$ cat config.mk
export PLATFORM = sky130hd
export DESIGN_NAME = number_or_text_line_parser_core_flat
export DESIGN_NICKNAME = d
export VERILOG_FILES = /design/src/sv/lnp_pkg.sv /design/src/sv/lnp_if.sv /design/src/sv/lnp_line_mem.sv /design/src/sv/lnp_q16_div.sv /design/src/sv/number_or_text_line_parser_core.sv /design/src/flat_wrapper.sv
export VERILOG_INCLUDE_DIRS = /design/src /design/src/sv
export SDC_FILE = /design/constraint.sdc
export NUM_CORES = 1
export LEC_CHECK = 0
export ABC_CLOCK_PERIOD_IN_PS = 25100
export BUFFER_PORTS_ARGS = -buffer_cell sky130_fd_sc_hd__buf_2
export CAP_MARGIN = 0
export CORE_ASPECT_RATIO = 1.2
export CORE_MARGIN = 3
export CORE_UTILIZATION = 65
export CTS_CLUSTER_SIZE = 14
export DETAILED_ROUTE_END_ITERATION = 7
export PLACE_DENSITY = 0.83
export SETUP_SLACK_MARGIN = 0.2
export SYNTH_ARGS = -nofsm -noshare
export SYNTH_HDL_FRONTEND = slang
export SYNTH_SLANG_ARGS = --single-unit
export TNS_END_PERCENT = 10
$ cat constraint.sdc
create_clock -name clk_i -period 25.1 [get_ports clk_i]
set_input_delay 2.51 -clock clk_i [delete_from_list [all_inputs] [get_ports clk_i]]
set_output_delay 2.51 -clock clk_i [all_outputs]
set_load 0.01 [all_outputs]
$ cat src/sv/number_or_text_line_parser_core_defines.svh
// assertion macros shared by the line parser modules
`ifndef NUMBER_OR_TEXT_LINE_PARSER_CORE_DEFINES_SVH
`define NUMBER_OR_TEXT_LINE_PARSER_CORE_DEFINES_SVH

// same-cycle implication, clocked on clk_i, off while rst_ni is low
`define LNP_ASSERT_IMP(lbl, ante, cons, msg) \
  lbl: assert property (@(posedge clk_i) disable iff (!rst_ni) (ante) |-> (cons)) \
    else $error(msg);

// next-cycle implication, clocked on clk_i, off while rst_ni is low
`define LNP_ASSERT_NXT(lbl, ante, cons, msg) \
  lbl: assert property (@(posedge clk_i) disable iff (!rst_ni) (ante) |=> (cons)) \
    else $error(msg);

`endif

$ cat src/sv/lnp_pkg.sv
// types, constants and functions of the number or text line parser
`timescale 1ns / 1ps

package lnp_pkg;

  localparam int LINE_CHARS_DEF = 32;
  localparam int CHAR_W = 8;
  localparam int ACC_W = 31;
  localparam int PLC_W = 6;
  localparam int VAL_W = 48;
  localparam int FRAC_BITS = 16;
  localparam int DIV_W = ACC_W + FRAC_BITS;
  localparam int DIV_CNT_W = $clog2(DIV_W + 1);
  localparam int PLACES_MAX = 14;

  localparam logic [ACC_W-1:0] ACC_MAX = {ACC_W{1'b1}};
  localparam logic [PLC_W-1:0] PLC_SAT = {PLC_W{1'b1}};

  localparam logic [CHAR_W-1:0] CHAR_CR = 8'h0d;
  localparam logic [CHAR_W-1:0] CHAR_LF = 8'h0a;
  localparam logic [CHAR_W-1:0] CHAR_MINUS = 8'h2d;
  localparam logic [CHAR_W-1:0] CHAR_POINT = 8'h2e;
  localparam logic [CHAR_W-1:0] CHAR_ZERO = 8'h30;
  localparam logic [CHAR_W-1:0] CHAR_NINE = 8'h39;

  // line class, also the line_kind code of a result beat
  typedef enum logic [1:0] {
    MODE_EMPTY  = 2'd0,
    MODE_NUMBER = 2'd1,
    MODE_TEXT   = 2'd2
  } line_mode_e;

  typedef enum logic [2:0] {
    ST_IDLE,
    ST_DIV,
    ST_NUM,
    ST_EMPTY,
    ST_REPLAY
  } fsm_state_e;

  typedef struct packed {
    logic busy;
    logic done;
  } div_stat_t;

  // powers of ten up to the last place count that still adds a fraction
  function automatic logic [DIV_W-1:0] pow10(input logic [PLC_W-1:0] places);
    logic [DIV_W-1:0] p;
    case (places)
      6'd0:    p = 47'd1;
      6'd1:    p = 47'd10;
      6'd2:    p = 47'd100;
      6'd3:    p = 47'd1000;
      6'd4:    p = 47'd10000;
      6'd5:    p = 47'd100000;
      6'd6:    p = 47'd1000000;
      6'd7:    p = 47'd10000000;
      6'd8:    p = 47'd100000000;
      6'd9:    p = 47'd1000000000;
      6'd10:   p = 47'd10000000000;
      6'd11:   p = 47'd100000000000;
      6'd12:   p = 47'd1000000000000;
      6'd13:   p = 47'd10000000000000;
      6'd14:   p = 47'd100000000000000;
      default: p = 47'd1;
    endcase
    return p;
  endfunction

endpackage

$ cat src/sv/lnp_if.sv
// valid/ready channels for received characters and line results
`timescale 1ns / 1ps

interface lnp_char_if;
  logic                        valid;
  logic                        ready;
  logic [lnp_pkg::CHAR_W-1:0]  char_code;

  modport source (output valid, output char_code, input ready);
  modport sink (input valid, input char_code, output ready);
endinterface

interface lnp_res_if;
  logic                              valid;
  logic                              ready;
  logic [1:0]                        line_kind;
  logic [lnp_pkg::CHAR_W-1:0]        text_char;
  logic                              is_last;
  logic                              minus_flag;
  logic [lnp_pkg::ACC_W-1:0]         integer_part;
  logic [lnp_pkg::ACC_W-1:0]         fraction_digits;
  logic [lnp_pkg::PLC_W-1:0]         fraction_places;
  logic signed [lnp_pkg::VAL_W-1:0]  value_q16;

  modport source (
    output valid, output line_kind, output text_char, output is_last,
    output minus_flag, output integer_part, output fraction_digits,
    output fraction_places, output value_q16, input ready
  );
  modport sink (
    input valid, input line_kind, input text_char, input is_last,
    input minus_flag, input integer_part, input fraction_digits,
    input fraction_places, input value_q16, output ready
  );
endinterface

$ cat src/sv/lnp_line_mem.sv
// line character store, one write and one registered read port
`timescale 1ns / 1ps

module lnp_line_mem #(
  parameter int DEPTH = lnp_pkg::LINE_CHARS_DEF,
  parameter int AW = (DEPTH > 1) ? $clog2(DEPTH) : 1
) (
  input  logic                       clk_i,
  input  logic                       we_i,
  input  logic [AW-1:0]              waddr_i,
  input  logic [lnp_pkg::CHAR_W-1:0] wdata_i,
  input  logic                       re_i,
  input  logic [AW-1:0]              raddr_i,
  output logic [lnp_pkg::CHAR_W-1:0] rdata_o
);

  logic [lnp_pkg::CHAR_W-1:0] mem_q [DEPTH];
  logic [lnp_pkg::CHAR_W-1:0] rdata_q;

  always_ff @(posedge clk_i) begin
    if (we_i) begin
      mem_q[waddr_i] <= wdata_i;
    end
  end

  always_ff @(posedge clk_i) begin
    if (re_i) begin
      rdata_q <= mem_q[raddr_i];
    end
  end

  assign rdata_o = rdata_q;

endmodule

$ cat src/sv/lnp_q16_div.sv
// restoring divider for the fraction term, one quotient bit per cycle
`timescale 1ns / 1ps

`include "number_or_text_line_parser_core_defines.svh"

module lnp_q16_div (
  input  logic                          clk_i,
  input  logic                          rst_ni,
  input  logic                          start_i,
  input  logic [lnp_pkg::DIV_W-1:0]     dividend_i,
  input  logic [lnp_pkg::DIV_W-1:0]     divisor_i,
  output lnp_pkg::div_stat_t            stat_o,
  output logic [lnp_pkg::DIV_W-1:0]     quotient_o
);

  logic                             busy_q, busy_d;
  logic                             done_q, done_d;
  logic [lnp_pkg::DIV_CNT_W-1:0]    cnt_q, cnt_d;
  logic [lnp_pkg::DIV_W-1:0]        dvd_q, dvd_d;
  logic [lnp_pkg::DIV_W-1:0]        dvs_q, dvs_d;
  logic [lnp_pkg::DIV_W-1:0]        quo_q, quo_d;
  logic [lnp_pkg::DIV_W-1:0]        rem_q, rem_d;
  logic [lnp_pkg::DIV_W:0]          rem_sh;
  logic                             ge;

  always_comb begin
    busy_d = busy_q;
    done_d = 1'b0;
    cnt_d  = cnt_q;
    dvd_d  = dvd_q;
    dvs_d  = dvs_q;
    quo_d  = quo_q;
    rem_d  = rem_q;
    rem_sh = {rem_q, dvd_q[lnp_pkg::DIV_W-1]};
    ge     = rem_sh >= {1'b0, dvs_q};
    if (start_i) begin
      busy_d = 1'b1;
      cnt_d  = lnp_pkg::DIV_CNT_W'(lnp_pkg::DIV_W);
      dvd_d  = dividend_i;
      dvs_d  = divisor_i;
      quo_d  = '0;
      rem_d  = '0;
    end else if (busy_q) begin
      rem_d = ge ? lnp_pkg::DIV_W'(rem_sh - {1'b0, dvs_q})
                 : rem_sh[lnp_pkg::DIV_W-1:0];
      quo_d = {quo_q[lnp_pkg::DIV_W-2:0], ge};
      dvd_d = {dvd_q[lnp_pkg::DIV_W-2:0], 1'b0};
      cnt_d = cnt_q - lnp_pkg::DIV_CNT_W'(1);
      if (cnt_q == lnp_pkg::DIV_CNT_W'(1)) begin
        busy_d = 1'b0;
        done_d = 1'b1;
      end
    end
  end

  always_ff @(posedge clk_i or negedge rst_ni) begin
    if (!rst_ni) begin
      busy_q <= 1'b0;
      done_q <= 1'b0;
      cnt_q  <= '0;
    end else begin
      busy_q <= busy_d;
      done_q <= done_d;
      cnt_q  <= cnt_d;
    end
  end

  always_ff @(posedge clk_i) begin
    dvd_q <= dvd_d;
    dvs_q <= dvs_d;
    quo_q <= quo_d;
    rem_q <= rem_d;
  end

  assign stat_o.busy = busy_q;
  assign stat_o.done = done_q;
  assign quotient_o  = quo_q;

  `LNP_ASSERT_IMP(a_no_restart, start_i, !busy_q, "divider started while busy")
  `LNP_ASSERT_IMP(a_busy_counts, busy_q, cnt_q != '0, "divider busy with zero count")
  `LNP_ASSERT_NXT(a_done_ends, busy_q && cnt_q == lnp_pkg::DIV_CNT_W'(1) && !start_i,
                  done_q && !busy_q, "divider did not finish on last step")

endmodule

$ cat src/sv/number_or_text_line_parser_core.sv
// number or text line parser, top level
//
//   channel  dir  beat content
//   char_i   in   one received character
//   res_o    out  empty-line, number or stored text character result
//
// a character that does not end a line is taken in ST_IDLE and stored while the store has room
// line end: an empty line goes through ST_EMPTY, text replays each stored character,
// a number waits on the 47-step fraction divider
// characters are refused while a line end is being worked off
// rst_ni clears line state; the character store holds no reset value
// res_o register lets the next character in while a result waits
`timescale 1ns / 1ps

`include "number_or_text_line_parser_core_defines.svh"

module number_or_text_line_parser_core #(
  parameter int LINE_CHARS = lnp_pkg::LINE_CHARS_DEF
) (
  input  logic           clk_i,
  input  logic           rst_ni,
  lnp_char_if.sink       char_i,
  lnp_res_if.source      res_o
);

  localparam int AW = (LINE_CHARS > 1) ? $clog2(LINE_CHARS) : 1;
  localparam int CW = $clog2(LINE_CHARS + 1);
  localparam int ACC_W = lnp_pkg::ACC_W;
  localparam int PLC_W = lnp_pkg::PLC_W;
  localparam int CHAR_W = lnp_pkg::CHAR_W;
  localparam int DIV_W = lnp_pkg::DIV_W;
  localparam int VAL_W = lnp_pkg::VAL_W;

  lnp_pkg::fsm_state_e state_q, state_d;
  lnp_pkg::line_mode_e mode_q, mode_d;
  logic [CW-1:0]      cnt_q, cnt_d;
  logic [ACC_W-1:0]   int_q, int_d;
  logic [ACC_W-1:0]   frac_q, frac_d;
  logic [PLC_W-1:0]   plc_q, plc_d;
  logic               point_q, point_d;
  logic               minus_q, minus_d;
  logic [CW-1:0]      rd_idx_q, rd_idx_d;
  logic               data_ok_q, data_ok_d;
  logic [VAL_W-1:0]   mag_q, mag_d;

  logic                out_vld_q, out_vld_d;
  lnp_pkg::line_mode_e out_kind_q, out_kind_d;
  logic [CHAR_W-1:0]   out_char_q, out_char_d;
  logic                out_last_q, out_last_d;
  logic                out_neg_q, out_neg_d;
  logic [ACC_W-1:0]    out_int_q, out_int_d;
  logic [ACC_W-1:0]    out_frac_q, out_frac_d;
  logic [PLC_W-1:0]    out_plc_q, out_plc_d;
  logic [VAL_W-1:0]    out_val_q, out_val_d;

  logic               in_ready, in_fire, is_eol, is_dig;
  logic [CHAR_W-1:0]  c;
  logic [3:0]         dig;
  logic [ACC_W+3:0]   int_x10, frac_x10;
  logic               int_ovf, frac_ovf;
  logic               out_free, out_load, can_load, clr;

  logic               mem_we, mem_re;
  logic [AW-1:0]      mem_raddr;
  logic [CHAR_W-1:0]  mem_rdata;

  lnp_pkg::div_stat_t div_stat;
  logic               div_start;
  logic [DIV_W-1:0]   div_dvd, div_dvs, div_quo;

  assign c       = char_i.char_code;
  assign in_fire = char_i.valid && in_ready;
  assign is_eol  = (c == lnp_pkg::CHAR_CR) || (c == lnp_pkg::CHAR_LF);
  assign is_dig  = (c >= lnp_pkg::CHAR_ZERO) && (c <= lnp_pkg::CHAR_NINE);
  assign dig     = 4'(c - lnp_pkg::CHAR_ZERO);

  // acc * 10 + digit as (acc << 3) + (acc << 1) + digit
  assign int_x10  = {1'b0, int_q, 3'b000} + {3'b000, int_q, 1'b0} + {31'd0, dig};
  assign frac_x10 = {1'b0, frac_q, 3'b000} + {3'b000, frac_q, 1'b0} + {31'd0, dig};
  assign int_ovf  = int_x10 > {4'd0, lnp_pkg::ACC_MAX};
  assign frac_ovf = frac_x10 > {4'd0, lnp_pkg::ACC_MAX};

  assign out_free = !out_vld_q || res_o.ready;
  assign can_load = data_ok_q && out_free;

  assign div_dvd = (plc_q > PLC_W'(lnp_pkg::PLACES_MAX)) ? '0 : {frac_q, 16'd0};
  assign div_dvs = lnp_pkg::pow10(plc_q);

  always_comb begin
    state_d    = state_q;
    mode_d     = mode_q;
    cnt_d      = cnt_q;
    int_d      = int_q;
    frac_d     = frac_q;
    plc_d      = plc_q;
    point_d    = point_q;
    minus_d    = minus_q;
    rd_idx_d   = rd_idx_q;
    data_ok_d  = data_ok_q;
    mag_d      = mag_q;
    in_ready   = 1'b0;
    mem_we     = 1'b0;
    mem_re     = 1'b0;
    mem_raddr  = rd_idx_q[AW-1:0];
    div_start  = 1'b0;
    clr        = 1'b0;
    out_load   = 1'b0;
    out_kind_d = lnp_pkg::MODE_EMPTY;
    out_char_d = '0;
    out_last_d = 1'b1;
    out_neg_d  = 1'b0;
    out_int_d  = '0;
    out_frac_d = '0;
    out_plc_d  = '0;
    out_val_d  = '0;

    unique case (state_q)
      lnp_pkg::ST_IDLE: begin
        in_ready = 1'b1;
        if (in_fire && !is_eol) begin
          if (cnt_q < CW'(LINE_CHARS)) begin
            mem_we = 1'b1;
            cnt_d  = cnt_q + CW'(1);
          end
          unique case (mode_q)
            lnp_pkg::MODE_NUMBER: begin
              if (is_dig) begin
                if (!point_q) begin
                  if (int_ovf) begin
                    mode_d = lnp_pkg::MODE_TEXT;
                  end else begin
                    int_d = int_x10[ACC_W-1:0];
                  end
                end else begin
                  if (frac_ovf) begin
                    mode_d = lnp_pkg::MODE_TEXT;
                  end else begin
                    frac_d = frac_x10[ACC_W-1:0];
                  end
                  if (plc_q != lnp_pkg::PLC_SAT) begin
                    plc_d = plc_q + PLC_W'(1);
                  end
                end
              end else if (c == lnp_pkg::CHAR_POINT && !point_q) begin
                point_d = 1'b1;
              end else begin
                mode_d = lnp_pkg::MODE_TEXT;
              end
            end
            lnp_pkg::MODE_EMPTY: begin
              if (is_dig) begin
                mode_d = lnp_pkg::MODE_NUMBER;
                int_d  = {27'd0, dig};
              end else if (c == lnp_pkg::CHAR_MINUS) begin
                mode_d  = lnp_pkg::MODE_NUMBER;
                minus_d = 1'b1;
              end else begin
                mode_d = lnp_pkg::MODE_TEXT;
              end
            end
            default: begin
            end
          endcase
        end else if (in_fire) begin
          unique case (mode_q)
            lnp_pkg::MODE_NUMBER: begin
              div_start = 1'b1;
              state_d   = lnp_pkg::ST_DIV;
            end
            lnp_pkg::MODE_TEXT: begin
              rd_idx_d  = '0;
              data_ok_d = 1'b0;
              state_d   = lnp_pkg::ST_REPLAY;
            end
            default: begin
              state_d = lnp_pkg::ST_EMPTY;
            end
          endcase
        end
      end
      lnp_pkg::ST_DIV: begin
        if (div_stat.done) begin
          mag_d   = {1'b0, int_q, 16'd0} + {1'b0, div_quo};
          state_d = lnp_pkg::ST_NUM;
        end
      end
      lnp_pkg::ST_NUM: begin
        if (out_free) begin
          out_load   = 1'b1;
          out_kind_d = lnp_pkg::MODE_NUMBER;
          out_neg_d  = minus_q;
          out_int_d  = int_q;
          out_frac_d = frac_q;
          out_plc_d  = plc_q;
          out_val_d  = minus_q ? (VAL_W'(0) - mag_q) : mag_q;
          clr        = 1'b1;
          state_d    = lnp_pkg::ST_IDLE;
        end
      end
      lnp_pkg::ST_EMPTY: begin
        if (out_free) begin
          out_load = 1'b1;
          clr      = 1'b1;
          state_d  = lnp_pkg::ST_IDLE;
        end
      end
      lnp_pkg::ST_REPLAY: begin
        // read data of entry rd_idx_q - 1 waits in the store while data_ok_q
        if (can_load) begin
          out_load   = 1'b1;
          out_kind_d = lnp_pkg::MODE_TEXT;
          out_char_d = mem_rdata;
          out_last_d = (rd_idx_q == cnt_q);
          data_ok_d  = 1'b0;
        end
        if ((rd_idx_q < cnt_q) && (!data_ok_q || can_load)) begin
          mem_re    = 1'b1;
          rd_idx_d  = rd_idx_q + CW'(1);
          data_ok_d = 1'b1;
        end
        if (can_load && (rd_idx_q == cnt_q)) begin
          clr     = 1'b1;
          state_d = lnp_pkg::ST_IDLE;
        end
      end
      default: begin
        state_d = lnp_pkg::ST_IDLE;
      end
    endcase

    if (clr) begin
      mode_d  = lnp_pkg::MODE_EMPTY;
      cnt_d   = '0;
      int_d   = '0;
      frac_d  = '0;
      plc_d   = '0;
      point_d = 1'b0;
      minus_d = 1'b0;
    end

    out_vld_d = out_load ? 1'b1 : (res_o.ready ? 1'b0 : out_vld_q);
  end

  always_ff @(posedge clk_i or negedge rst_ni) begin
    if (!rst_ni) begin
      state_q   <= lnp_pkg::ST_IDLE;
      mode_q    <= lnp_pkg::MODE_EMPTY;
      cnt_q     <= '0;
      int_q     <= '0;
      frac_q    <= '0;
      plc_q     <= '0;
      point_q   <= 1'b0;
      minus_q   <= 1'b0;
      rd_idx_q  <= '0;
      data_ok_q <= 1'b0;
      out_vld_q <= 1'b0;
    end else begin
      state_q   <= state_d;
      mode_q    <= mode_d;
      cnt_q     <= cnt_d;
      int_q     <= int_d;
      frac_q    <= frac_d;
      plc_q     <= plc_d;
      point_q   <= point_d;
      minus_q   <= minus_d;
      rd_idx_q  <= rd_idx_d;
      data_ok_q <= data_ok_d;
      out_vld_q <= out_vld_d;
    end
  end

  always_ff @(posedge clk_i) begin
    mag_q <= mag_d;
    if (out_load) begin
      out_kind_q <= out_kind_d;
      out_char_q <= out_char_d;
      out_last_q <= out_last_d;
      out_neg_q  <= out_neg_d;
      out_int_q  <= out_int_d;
      out_frac_q <= out_frac_d;
      out_plc_q  <= out_plc_d;
      out_val_q  <= out_val_d;
    end
  end

  lnp_line_mem #(
    .DEPTH (LINE_CHARS),
    .AW    (AW)
  ) u_line_mem (
    .clk_i   (clk_i),
    .we_i    (mem_we),
    .waddr_i (cnt_q[AW-1:0]),
    .wdata_i (c),
    .re_i    (mem_re),
    .raddr_i (mem_raddr),
    .rdata_o (mem_rdata)
  );

  lnp_q16_div u_q16_div (
    .clk_i      (clk_i),
    .rst_ni     (rst_ni),
    .start_i    (div_start),
    .dividend_i (div_dvd),
    .divisor_i  (div_dvs),
    .stat_o     (div_stat),
    .quotient_o (div_quo)
  );

  assign char_i.ready          = in_ready;
  assign res_o.valid           = out_vld_q;
  assign res_o.line_kind       = out_kind_q;
  assign res_o.text_char       = out_char_q;
  assign res_o.is_last         = out_last_q;
  assign res_o.minus_flag      = out_neg_q;
  assign res_o.integer_part    = out_int_q;
  assign res_o.fraction_digits = out_frac_q;
  assign res_o.fraction_places = out_plc_q;
  assign res_o.value_q16       = $signed(out_val_q);

  `LNP_ASSERT_IMP(a_done_in_div, div_stat.done, state_q == lnp_pkg::ST_DIV,
                  "divider result outside number line end")
  `LNP_ASSERT_IMP(a_replay_nonempty, state_q == lnp_pkg::ST_REPLAY, cnt_q != '0,
                  "text replay with no stored characters")
  `LNP_ASSERT_NXT(a_last_clears, out_load && out_last_d,
                  state_q == lnp_pkg::ST_IDLE && mode_q == lnp_pkg::MODE_EMPTY && cnt_q == '0,
                  "line state not cleared after final beat")

endmodule
$ cat src/flat_wrapper.sv
// flat-port wrapper written by rule: the top's interface ports become plain ports
module number_or_text_line_parser_core_flat 
#(
  parameter int LINE_CHARS = lnp_pkg::LINE_CHARS_DEF
)
  (clk_i, rst_ni, char_i_valid, char_i_char_code, char_i_ready, res_o_valid, res_o_line_kind, res_o_text_char, res_o_is_last, res_o_minus_flag, res_o_integer_part, res_o_fraction_digits, res_o_fraction_places, res_o_value_q16, res_o_ready);
  lnp_char_if char_i_i ();
  lnp_res_if res_o_i ();
  input  logic clk_i;
  input  logic rst_ni;
  input wire logic [$bits(char_i_i.valid)-1:0] char_i_valid;
  input wire logic [$bits(char_i_i.char_code)-1:0] char_i_char_code;
  output wire logic [$bits(char_i_i.ready)-1:0] char_i_ready;
  output wire logic [$bits(res_o_i.valid)-1:0] res_o_valid;
  output wire logic [$bits(res_o_i.line_kind)-1:0] res_o_line_kind;
  output wire logic [$bits(res_o_i.text_char)-1:0] res_o_text_char;
  output wire logic [$bits(res_o_i.is_last)-1:0] res_o_is_last;
  output wire logic [$bits(res_o_i.minus_flag)-1:0] res_o_minus_flag;
  output wire logic [$bits(res_o_i.integer_part)-1:0] res_o_integer_part;
  output wire logic [$bits(res_o_i.fraction_digits)-1:0] res_o_fraction_digits;
  output wire logic [$bits(res_o_i.fraction_places)-1:0] res_o_fraction_places;
  output wire logic [$bits(res_o_i.value_q16)-1:0] res_o_value_q16;
  input wire logic [$bits(res_o_i.ready)-1:0] res_o_ready;
  assign char_i_i.valid = char_i_valid;
  assign char_i_i.char_code = char_i_char_code;
  assign char_i_ready = char_i_i.ready;
  assign res_o_valid = res_o_i.valid;
  assign res_o_line_kind = res_o_i.line_kind;
  assign res_o_text_char = res_o_i.text_char;
  assign res_o_is_last = res_o_i.is_last;
  assign res_o_minus_flag = res_o_i.minus_flag;
  assign res_o_integer_part = res_o_i.integer_part;
  assign res_o_fraction_digits = res_o_i.fraction_digits;
  assign res_o_fraction_places = res_o_i.fraction_places;
  assign res_o_value_q16 = res_o_i.value_q16;
  assign res_o_i.ready = res_o_ready;
  number_or_text_line_parser_core #(.LINE_CHARS(LINE_CHARS)) u_core (.clk_i(clk_i), .rst_ni(rst_ni), .char_i(char_i_i), .res_o(res_o_i));
endmodule
==> results of run 1 <==
-- where the power goes --
part           switching (W)  leakage (nW)  internal [W]
sequential          0.000179          6.94       0.00152
clock               0.000448          1.09      0.000587
combinational       0.000860          8.32      0.000643
-- final cells by class --
cell class | count | area [sq um]
Sequential cell | 703 | 19700
Timing Repair Buffer | 164 | 881
Clock inverter | 37 | 340
Fill cell | 3630 | 15100
Tap cell | 720 | 901
Multi-Input combinational cell | 2163 | 16200
Inverter | 116 | 438
Clock buffer | 89 | 1890
-- placed cells by master (no fill, tap or decap), types with 80 or more instances in the layout --
cell type,n
edfxtp_1,512
nor2_1,383
ha_1,226
a21oi_1,208
nand2_1,159
buf_2,140
o21ai_0,123
mux2i_1,122
inv_1,114
xor2_1,97
dfrtp_1,94
dfxtp_1,94
xnor2_1,86
and2_1,81
mux4_2,80
-- cell usage after synthesis, drive strengths merged (16+ instances only) --
library cell / n
nand4: 33
buf: 27
nand2b: 30
ha: 226
a21o: 55
a21oi: 210
xor2: 97
o21bai: 16
o211ai: 21
a22o: 30
o31ai: 20
nor3: 29
xnor2: 86
a31oi: 20
and3: 18
nor2: 384
nor2b: 22
mux2i: 122
edfxtp: 512
nand2: 160
o21a: 24
o21ai: 128
nand3: 38
mux4: 80
a211oi: 46
clkbuf: 104
inv: 116
or2: 17
and2: 82
dfrtp: 97
dfxtp: 94
-- registers in the layout, summed over array words and instances, names as in the netlist, 3 cells and up --
register and count:
u_core.u_line_mem.mem_q 256, u_core.res_o.value_q16 48, u_core.res_o.integer_part 31, u_core.res_o.fraction_places 6, u_core.u_q16_div.dvs_q 41, u_core.u_q16_div.quotient_o 47, u_core.plc_q 6, u_core.res_o.fraction_digits 31
u_core.state_q 3, u_core.rd_idx_q 6, u_core.u_line_mem.rdata_o 8, u_core.frac_q 31, u_core.u_q16_div.dvd_q 31, u_core.mag_q 48, u_core.u_q16_div.rem_q 47, u_core.u_q16_div.cnt_q 6
u_core.res_o.text_char 8, u_core.int_q 31, u_core.cnt_q 6
-- how the worst max path moves through the flow --
stage | to | slack (ns) | cells after the start
floorplan | u_core.res_o.fraction_digits[0] | 12.59 | 3
global placement | u_core.int_q[20] | 17.48 | 16
detailed placement | u_core.int_q[26] | 17.30 | 16
CTS | u_core.int_q[16] | 17.90 | 16
global route | u_core.int_q[16] | 17.55 | 16
finish | u_core.int_q[16] | 17.88 | 16
-- critical path: stages --
cell	delay (ns)
buf_2	0.56
inv_1	0.28
fa_1	0.66
inv_1	0.07
ha_1	0.31
a211o_1	0.31
a211o_1	0.28
o21ba_2	0.25
o41ai_4	0.43
a31o_2	0.23
xor2_1	0.21
o2111ai_1	0.20
a21oi_4	0.62
buf_4	0.41
mux2i_1	0.25
nor2_1	0.07
-- through the flow --
stage          cell area (sq um)  hold slack [ns]  setup slack, ns
6_report                   40300            0.457            17.88
5_1_grt                    40300            0.478            17.55
4_1_cts                    40300            0.457            17.90
3_5_place_dp               38100            0.441            17.30
3_3_place_gp               38100            0.440            17.48
2_1_floorplan              36800            0.429            12.59
-- cells by family after synthesis --
group           count (synthesis)
compound gates                656
xor+xnor                      183
fa+ha+maj                     232
buf+inv                       247
flops                         703
mux                           213
simple gates                  879
-- per-layer routing --
layer | wire, um | global-route usage (%) | vias to the layer above
li1 | - | - | 11800
met1 | 34000 | 36.9 | 12600
met2 | 44100 | 50.5 | 1043
met3 | 5370 | 3.98 | 211
met4 | 3240 | 11.4 | 0
met5 | 0 | 0 | -
==> flow_summary_export.csv, run 1 <==
group,metric,value,unit
synth,syn_nets,3357,
synth,syn_inst,3113,
synth,synth_compound_gate_area_share,11.5,%
hold_path,hold_depth,0,
routing,drc_errors,0,
floorplan,io_pins,142,
timing,hold_viol,0,
clocking,hold_buffers,0,
synth,synth_top_area_share,41.8,%
power,power_leakage,16.3,nW
routing,viasPerCell,6.41,
layout,layout-drive-gt1-share,12.4,%
outcome,status,"finished clean",
critical_path,cp.required,25.55,ns
critical_path,critical_path_class,"input port to register",
floorplan,core-area,55400,sq um
synth,synth_mux_area_share,8.56,%
critical_path,reg2reg_from,"u_core.int_q[0]",
critical_path,ff2ff_setup_slack,20.14,ns
synth,avgSynthCellArea,11.8,sq um
global_route,grt_pass1_wl,138000,um
critical_path,start_kind,"input port",
global_route,grt_pass1_vias,25500,
timing,finalClockSkew,0.0288,ns
clocking,root_buffer,"clkbuf_16",
clocking,cts_tree,"yes",
synth,synth_top_area_cell,"edfxtp_1",
placement,port_buffers,141,
power,total_power,0.00423,W
layout,finalNonFillerCells,3992,
routing,drt_iter0_drc,2256,
timing,maxSlewHeadroom,23.8,%
clocking,cts_buffer_depth,3,
timing,min_period_over_period,28.8,%
placement,gp_congestion,0.924,
global_route,antenna_found_initial,2,
layout,n_antenna_cell,0,
synth,synth_cell_types,84,
synth,synth-xor-area-share,4.36,%
timing,maxSlewViolCount,0,
timing,max_freq,139,MHz
critical_path,crit_arrival,7.67,ns
floorplan,die_x,223,um
clocking,clk_latency,0.62,ns
routing,drt-total-wl,86600,um
critical_path,timing.rr.end,"u_core.int_q[16]",
routing,ant_nets,0,
synth,synthAdderAreaFrac,8.02,%
global_route,grt_max_degree,83,
synth,synth_seq_cells,703,
synth,ys.flop_type,"edfxtp_1",
synth,synthesis.area,36800,sq um
placement,place_inst,3866,
routing,vias,25600,
job,maxCapViolations,0,
floorplan,die_h,266,um
synth,synthSimpleGateAreaFrac,11.4,%
synth,synth_edf_count,512,
clocking,clk_pin_slew,0.06,ns
timing,worstMarginPinSlew,1.14,ns
clocking,cts_num_sinks,703,
layout,final_util,72.8,%
layout,area_delta_synth_final,9.70,%
hold_path,hp-start,"u_core.u_q16_div.quotient_o[11]",
synth,ys_async_sr_fraction,13.8,%
hold_path,hold-path-endpoint,"u_core.mag_q[11]",
power,p_per_area,105,nW/um^2
timing,setup_violations,0,
synth,ys_seq_area_share,53.6,%
critical_path,r2r_cells,15,
critical_path,endpoint_kind,"register",
floorplan,initial_core_util,66.3,%
synth,synth_top_family_by_area,"compound AO/OA/AOI/OAI gates",
critical_path,cp_max_fo,36,
clocking,post_cts_resized,0,
global_route,track_usage,28.9,%
floorplan,dieArea,59400,sq um
hold_path,hp-class,"register to register",
clocking,post-cts-setup-buffers,0,
timing,fin_setup_tns,0,ns
routing,drt-wirelength-per-cell,21.7,um
placement,dp_hpwl,57600,um
global_route,grt_overflow,0,
layout,fin_nets,3462,
floorplan,core.rowCount,94,
timing,period_needed,7.22,ns
timing,grt_setup_unrepaired,"false",
clocking,cts_buffers,70,
synth,yosys-top-cells-area,"edfxtp_1 42%, ha_1 7.7%, dfrtp_1 6.6%, dfxtp_1 5.1%, mux4_2 4.9%",
synth,yosysWarningCount,0,
critical_path,startpoint,"char_i_char_code[3]",
clocking,h-tree-depth,3,
power,ir_drop,91.8,uV
routing,drtPass1Iterations,8,
No activity file was read; power rests on OpenSTA's default activity.
==> run 2, diff against run 1 <==
--- a/config.mk
+++ b/config.mk
@@ -6,15 +6,15 @@
 export SDC_FILE = /design/constraint.sdc
 export NUM_CORES = 1
 export LEC_CHECK = 0
-export ABC_CLOCK_PERIOD_IN_PS = 25100
+export ABC_CLOCK_PERIOD_IN_PS = 6600
 export BUFFER_PORTS_ARGS = -buffer_cell sky130_fd_sc_hd__buf_2
 export CAP_MARGIN = 0
 export CORE_ASPECT_RATIO = 1.2
 export CORE_MARGIN = 3
-export CORE_UTILIZATION = 65
+export CORE_UTILIZATION = 57
 export CTS_CLUSTER_SIZE = 14
 export DETAILED_ROUTE_END_ITERATION = 7
-export PLACE_DENSITY = 0.83
+export PLACE_DENSITY = 0.77
 export SETUP_SLACK_MARGIN = 0.2
 export SYNTH_ARGS = -nofsm -noshare
 export SYNTH_HDL_FRONTEND = slang
==> constraint.sdc (replaced) <==
create_clock -name clk_i -period 6.6 [get_ports clk_i]
set_input_delay 0.66 -clock clk_i [delete_from_list [all_inputs] [get_ports clk_i]]
set_output_delay 0.66 -clock clk_i [all_outputs]
set_load 0.01 [all_outputs]
==> run 2 against run 1 <==
Sequential power grew to 3.8 times the previous value. Global-route usage fell by 4.2 points. Die area increased by 14%. Clock skew shrank 0.0049 ns. Routed wire length down 3.2%. Highest routed layer is now met5.
==> flow_summary_export.csv, run 2 (synthesis results as in run 1) <==
group,metric,value,unit
critical_path,critical_path_class,"register to register",
placement,pre_cts_slack,1.22,ns
power,ir_drop,270,uV
layout,layout_common_cells,"512 x edfxtp_1, 383 x nor2_1, 226 x ha_1",
critical_path,r2r_cells,15,
routing,drt-total-wl,83800,um
outcome,status,"finished clean",
timing,grt_setup_unrepaired,"false",
timing,holdWs,0.468,ns
timing,setup_violations,0,
floorplan,die_x,238,um
routing,drt_iter0_drc,1760,
critical_path,crit_chain,"inv_1, fa_1, inv_1, ha_1, a211oi_1, o211ai_1, a31o_1, a2111o_1, a2111o_1, nand4_1, a21oi_1, o2111ai_4, buf_4, mux2i_1, nor2_1",
routing,drc_errors,0,
critical_path,ff2ff_setup_slack,1.67,ns
hold_path,hp-class,"register to register",
clocking,post_cts_resized,0,
clocking,cts_buffer_depth,3,
clocking,post-cts-setup-buffers,0,
critical_path,critPathMaxStageDelay,0.61,ns
power,cellInternalPower,0.0106,W
critical_path,critPathCapture,"u_core.frac_q[19]",
placement,gp_congestion,0.908,
timing,finalClockSkew,0.0239,ns
routing,ant_nets,0,
global_route,grt_max_degree,84,
placement,port_buffers,141,
power,power_leakage,16.4,nW
floorplan,core-area,63600,sq um
layout,area_delta_synth_final,10.6,%
routing,drt-wirelength-per-cell,20.4,um
critical_path,cp_slowest_cell,"o2111ai_4",
clocking,clk_latency,0.62,ns
power,combPwrFrac,34.9,%
clocking,root_buffer,"clkbuf_16",
power,p_per_area,399,nW/um^2
placement,dp_hpwl,58400,um
global_route,grt_pass1_vias,24800,
clocking,clk_pin_slew,0.06,ns
layout,nFillCells,4749,
critical_path,cp_max_fo,17,
layout,layout-drive-gt1-share,12.7,%
routing,vias,24700,
timing,fin_setup_tns,0,ns
timing,maxSlewViolCount,0,
timing,fin_ws,1.67,ns
floorplan,io_pins,142,
critical_path,crit_buf_inv,3,
timing,period_needed,4.93,ns
power,swShare,34.4,%
critical_path,startpoint,"u_core.frac_q[0]",
routing,viasPerCell,6.02,
critical_path,cp_top_family,"compound AO/OA/AOI/OAI gates",
layout,fin_nets,3464,
job,maxCapViolations,0,
floorplan,die_h,284,um
layout,top_register,"u_core.u_line_mem.mem_q",
clocking,h-tree-depth,3,
clocking,hold_buffers,1,
power,pwr-share-seq,39.5,%
timing,max_freq,203,MHz
critical_path,crit_arrival,5.36,ns
layout,final_common_cell,"edfxtp_1",
clocking,cts_tree,"yes",
global_route,grt_pass1_wl,134000,um
timing,hold_viol,0,
timing,worstMarginPinSlew,1.15,ns
global_route,grt_overflow,0,
critical_path,endpoint_kind,"register",
critical_path,path_depth,15,
layout,largest_reg_flops,256,
global_route,track_usage,24.7,%
critical_path,reg2reg_from,"u_core.frac_q[0]",
floorplan,initial_core_util,57.8,%
critical_path,start_kind,"register",
floorplan,dieArea,67600,sq um
timing,maxSlewHeadroom,23.2,%
critical_path,cp.required,7.04,ns
clocking,cts_buffers,72,
power,clock_power_share,25.6,%
power,switching_power,0.00560,W
clocking,cts_num_sinks,703,
routing,drtPass1Iterations,6,
floorplan,core.rowCount,101,
global_route,antenna_found_initial,4,
timing,min_period_over_period,74.7,%
critical_path,timing.rr.end,"u_core.frac_q[19]",
run 2: changes by cell type in the layout (fill, tap and decap cells not counted), moves of 2 or more:
| cell | before | now |
|---|---|---|
| clkinv_2 | 14 | 10 |
| clkbuf_16 | 72 | 74 |
| clkinvlp_4 | 2 | 6 |
| bufinv_16 | 5 | 8 |
| clkinv_1 | 11 | 9 |
| clkbuf_8 | 2 | 5 |
run 2: power by group through the flow:
stage / combinational, W / clock, W / sequential, W
final: 0.00567 / 0.00416 / 0.00641
after global routing: 0.00627 / 0.00441 / 0.00651
after CTS: 0.00568 / 0.00423 / 0.00641
after detailed placement: 0.00562 / 0 / 0.00649
after global placement: 0.00548 / 0 / 0.00646
after floorplan: 0.00422 / 0 / 0.00634
run 2: area by class of cell:
type                    instances  area, sq um  area share (%)
diodes                          1         2.50         0.00615
clock buffers                  94         1980            4.86
clock inverters                40          463            1.14
inverters                     116          438            1.08
multi-input cells            2163        16200            39.8
flip-flops and latches        703        19700            48.4
well taps                     824         1030            2.54
repair buffers                164          883            2.17
run 2: worst min path at each step:
stage / depth (start not counted) / slack, ns / from / endpoint
2_1_floorplan: 0 / 0.36 / rst_ni / u_core.cnt_q[0]
3_3_place_gp: 0 / 0.44 / u_core.u_q16_div.quotient_o[1] / u_core.mag_q[1]
3_5_place_dp: 0 / 0.44 / u_core.u_q16_div.quotient_o[1] / u_core.mag_q[1]
4_1_cts: 1 / 0.44 / char_i_char_code[2] / u_core.u_line_mem.mem_q[11][2]
5_1_grt: 1 / 0.46 / char_i_char_code[1] / u_core.u_line_mem.mem_q[12][1]
6_report: 0 / 0.47 / u_core.u_q16_div.quotient_o[14] / u_core.mag_q[14]
run 2: through the flow:
step           util [%]  instances  power [W]  instance area (sq um)
2_1_floorplan         -       3113     0.0106                  36800
3_5_place_dp       60.1       3969     0.0121                  38200
6_report           64.0       4105     0.0162                  40700
4_1_cts            64.0       4104     0.0163                  40700
5_1_grt            64.0       4104     0.0172                  40700
3_3_place_gp       60.1       3969     0.0119                  38200
run 2: layer usage:
metal  up-vias  part of all wire, %  track usage (%)
li1      11800                    -                -
met1     12100                   42             32.1
met2       725                   50             42.6
met3       145                  5.4             3.81
met4         2                  2.9             8.54
met5         -                0.016                0
==> run 3, diff against run 2 <==
--- a/config.mk
+++ b/config.mk
@@ -6,7 +6,7 @@
 export SDC_FILE = /design/constraint.sdc
 export NUM_CORES = 1
 export LEC_CHECK = 0
-export ABC_CLOCK_PERIOD_IN_PS = 6600
+export ABC_CLOCK_PERIOD_IN_PS = 4300
 export BUFFER_PORTS_ARGS = -buffer_cell sky130_fd_sc_hd__buf_2
 export CAP_MARGIN = 0
 export CORE_ASPECT_RATIO = 1.2
==> constraint.sdc (replaced) <==
create_clock -name clk_i -period 4.3 [get_ports clk_i]
set_input_delay 0.43 -clock clk_i [delete_from_list [all_inputs] [get_ports clk_i]]
set_output_delay 0.43 -clock clk_i [all_outputs]
set_load 0.01 [all_outputs]
==> run 3 against run 2 <==
Power grew 57%. Maximum frequency grew 21%. Clock power grew 56%. Sequential share of layout area shrank 1.2 points. Critical endpoint is now u_core.frac_q[6]. Design area grew 2.4%. Sequential cell count is the same. Combinational power grew 63%. Count of clock-buffer cells in the layout grew 3. Setup slack lost 1.4 ns. Largest cell class unchanged.
==> flow_summary_export.csv, run 3 (synthesis results as in run 1) <==
group,metric,value,unit
power,switching_power,0.00879,W
routing,vias,25800,
placement,place_inst,4034,
placement,placedInstanceArea,38800,sq um
timing,setup_violations,0,
layout,finalNonFillerCells,4182,
routing,drc_errors,0,
critical_path,critical_path_class,"register to register",
floorplan,die_h,284,um
critical_path,crit_buf_inv,3,
timing,min_period_over_period,94.4,%
routing,ant_nets,0,
hold_path,hp-class,"input port to register",
power,total_power,0.0255,W
power,ir_drop,549,uV
outcome,status,"finished clean",
power,swShare,34.5,%
floorplan,die_x,238,um
critical_path,start_kind,"register",
routing,drtPass1Iterations,5,
job,maxCapViolations,0,
floorplan,core-area,63600,sq um
placement,pre_cts_slack,-0.165,ns
clocking,cts_buffer_depth,3,
layout,final_common_cell,"edfxtp_1",
timing,grt_setup_unrepaired,"true",
routing,drt_iter0_drc,2002,
power,combPwrFrac,36.3,%
layout,layout_common_cells,"512 x edfxtp_1, 383 x nor2_1, 224 x ha_1",
layout,layout-drive-gt1-share,15.3,%
layout,final_util,65.5,%
critical_path,endpoint_kind,"register",
clocking,clk_pin_slew,0.06,ns
timing,finalClockSkew,0.0271,ns
routing,drt-total-wl,88800,um
global_route,grt_max_degree,117,
placement,dp_hpwl,60600,um
routing,viasPerCell,6.16,
clocking,h-tree-depth,3,
layout,top_register,"u_core.u_line_mem.mem_q",
critical_path,critPathMaxStageDelay,0.53,ns
critical_path,cp_max_fo,7,
clocking,root_buffer,"clkbuf_16",
layout,fin_nets,3545,
global_route,grt_pass1_vias,25700,
floorplan,core.rowCount,101,
floorplan,initial_core_util,57.8,%
clocking,clk_latency,0.63,ns
layout,largest_reg_flops,256,
layout,final_area,41700,sq um
timing,maxSlewHeadroom,30.0,%
power,clock_power_share,25.6,%
global_route,antenna_found_initial,3,
global_route,grt_overflow,0,
timing,max_freq,246,MHz
power,pwr-share-seq,38.2,%
critical_path,cp_top_family,"compound AO/OA/AOI/OAI gates",
floorplan,dieArea,67600,sq um
global_route,track_usage,25.9,%
clocking,cts_num_sinks,703,
timing,worstMarginPinSlew,1.05,ns
layout,area_delta_synth_final,13.3,%
critical_path,cp_slowest_cell,"fa_1",
timing,hold_viol,0,
power,power_leakage,17.0,nW
critical_path,cp.required,4.80,ns
power,p_per_area,611,nW/um^2
placement,gp_congestion,0.913,
timing,fin_ws,0.240,ns
timing,maxSlewViolCount,0,
routing,drt-wirelength-per-cell,21.2,um
critical_path,crit_chain,"inv_2, fa_1, inv_2, ha_4, a211oi_4, o211ai_1, a31o_1, a2111o_1, a2111o_1, nand4_1, a21oi_2, o2111ai_4, buf_12, mux2i_2, nor2_1",
floorplan,io_pins,142,
timing,period_needed,4.06,ns
clocking,cts_buffers,72,
global_route,grt_pass1_wl,140000,um
power,cellInternalPower,0.0167,W
placement,port_buffers,141,
critical_path,crit_arrival,4.56,ns
clocking,cts_tree,"yes",
run 3: path summary, 6_finish.rpt:
path | startpoint | to | slack (ns) | cells after the start
min in group asynchronous | rst_ni | u_core.int_q[27] | 0.48 | 2
worst max register to register | u_core.frac_q[0] | u_core.frac_q[6] | 0.24 | 15
worst min-delay path | char_i_char_code[0] | u_core.u_line_mem.mem_q[0][0] | 0.18 | 1
worst max-delay path | u_core.frac_q[0] | u_core.frac_q[6] | 0.24 | 15
max in group asynchronous | rst_ni | u_core.frac_q[18] | 2.76 | 3
worst min register to register | u_core.u_q16_div.quotient_o[0] | u_core.mag_q[0] | 0.46 | 0
run 3: area by class of cell:
class | count | area [sq um]
Inverter | 116 | 438
Timing Repair Buffer | 245 | 1740
Antenna cell | 1 | 2.50
Fill cell | 4586 | 21900
Clock inverter | 33 | 464
Tap cell | 824 | 1030
Sequential cell | 703 | 19700
Clock buffer | 97 | 1990
Multi-Input combinational cell | 2163 | 16300
run 3: per-layer routing:
layer,part of all wire (%),vias to the layer above,GRT usage [%]
li1,-,11900,-
met1,40,12800,33.1
met2,51,895,45.1
met3,5.9,195,3.51
met4,3.3,2,9.51
met5,0.015,-,0
run 3: power by group through the flow:
| stage | Clock, W | Sequential, W | Combinational (W) |
|---|---|---|---|
| floorplan | 0 | 0.00970 | 0.00649 |
| global placement | 0 | 0.00979 | 0.00874 |
| detailed placement | 0 | 0.00984 | 0.00901 |
| CTS | 0.00662 | 0.00973 | 0.00915 |
| global route | 0.00688 | 0.00987 | 0.0101 |
| finish | 0.00651 | 0.00972 | 0.00923 |
run 3: worst reg2reg max path, cell delays in order (launching register included):
cell and delay [ns]:
dfrtp_1 0.38, inv_2 0.07, fa_1 0.53, inv_2 0.06, ha_4 0.23, a211oi_4 0.26, o211ai_1 0.16, a31o_1 0.26
a2111o_1 0.32, a2111o_1 0.46, nand4_1 0.16, a21oi_2 0.11, o2111ai_4 0.41, buf_12 0.20, mux2i_2 0.25, nor2_1 0.08
run 3: stage by stage:
stage | TNS [ns] | hold slack, ns
floorplan | -14.58 | 0.134
finish | 0 | 0.177
detailed placement | -3.59 | 0.444
global placement | -0.0873 | 0.439
global route | 0 | 0.158
CTS | 0 | 0.136
run 3: repair_timing:
| item | in CTS | in global routing |
|---|---|---|
| hold buffers | 1 | 0 |
| setup buffers | 4 | 6 |
| gates resized for setup | 5 | 28 |
| setup endpoints to repair | 42 | 72 |
| hold endpoints to repair | 61 | 0 |
| pin swaps | 3 | 24 |
| gates cloned | 1 | 5 |
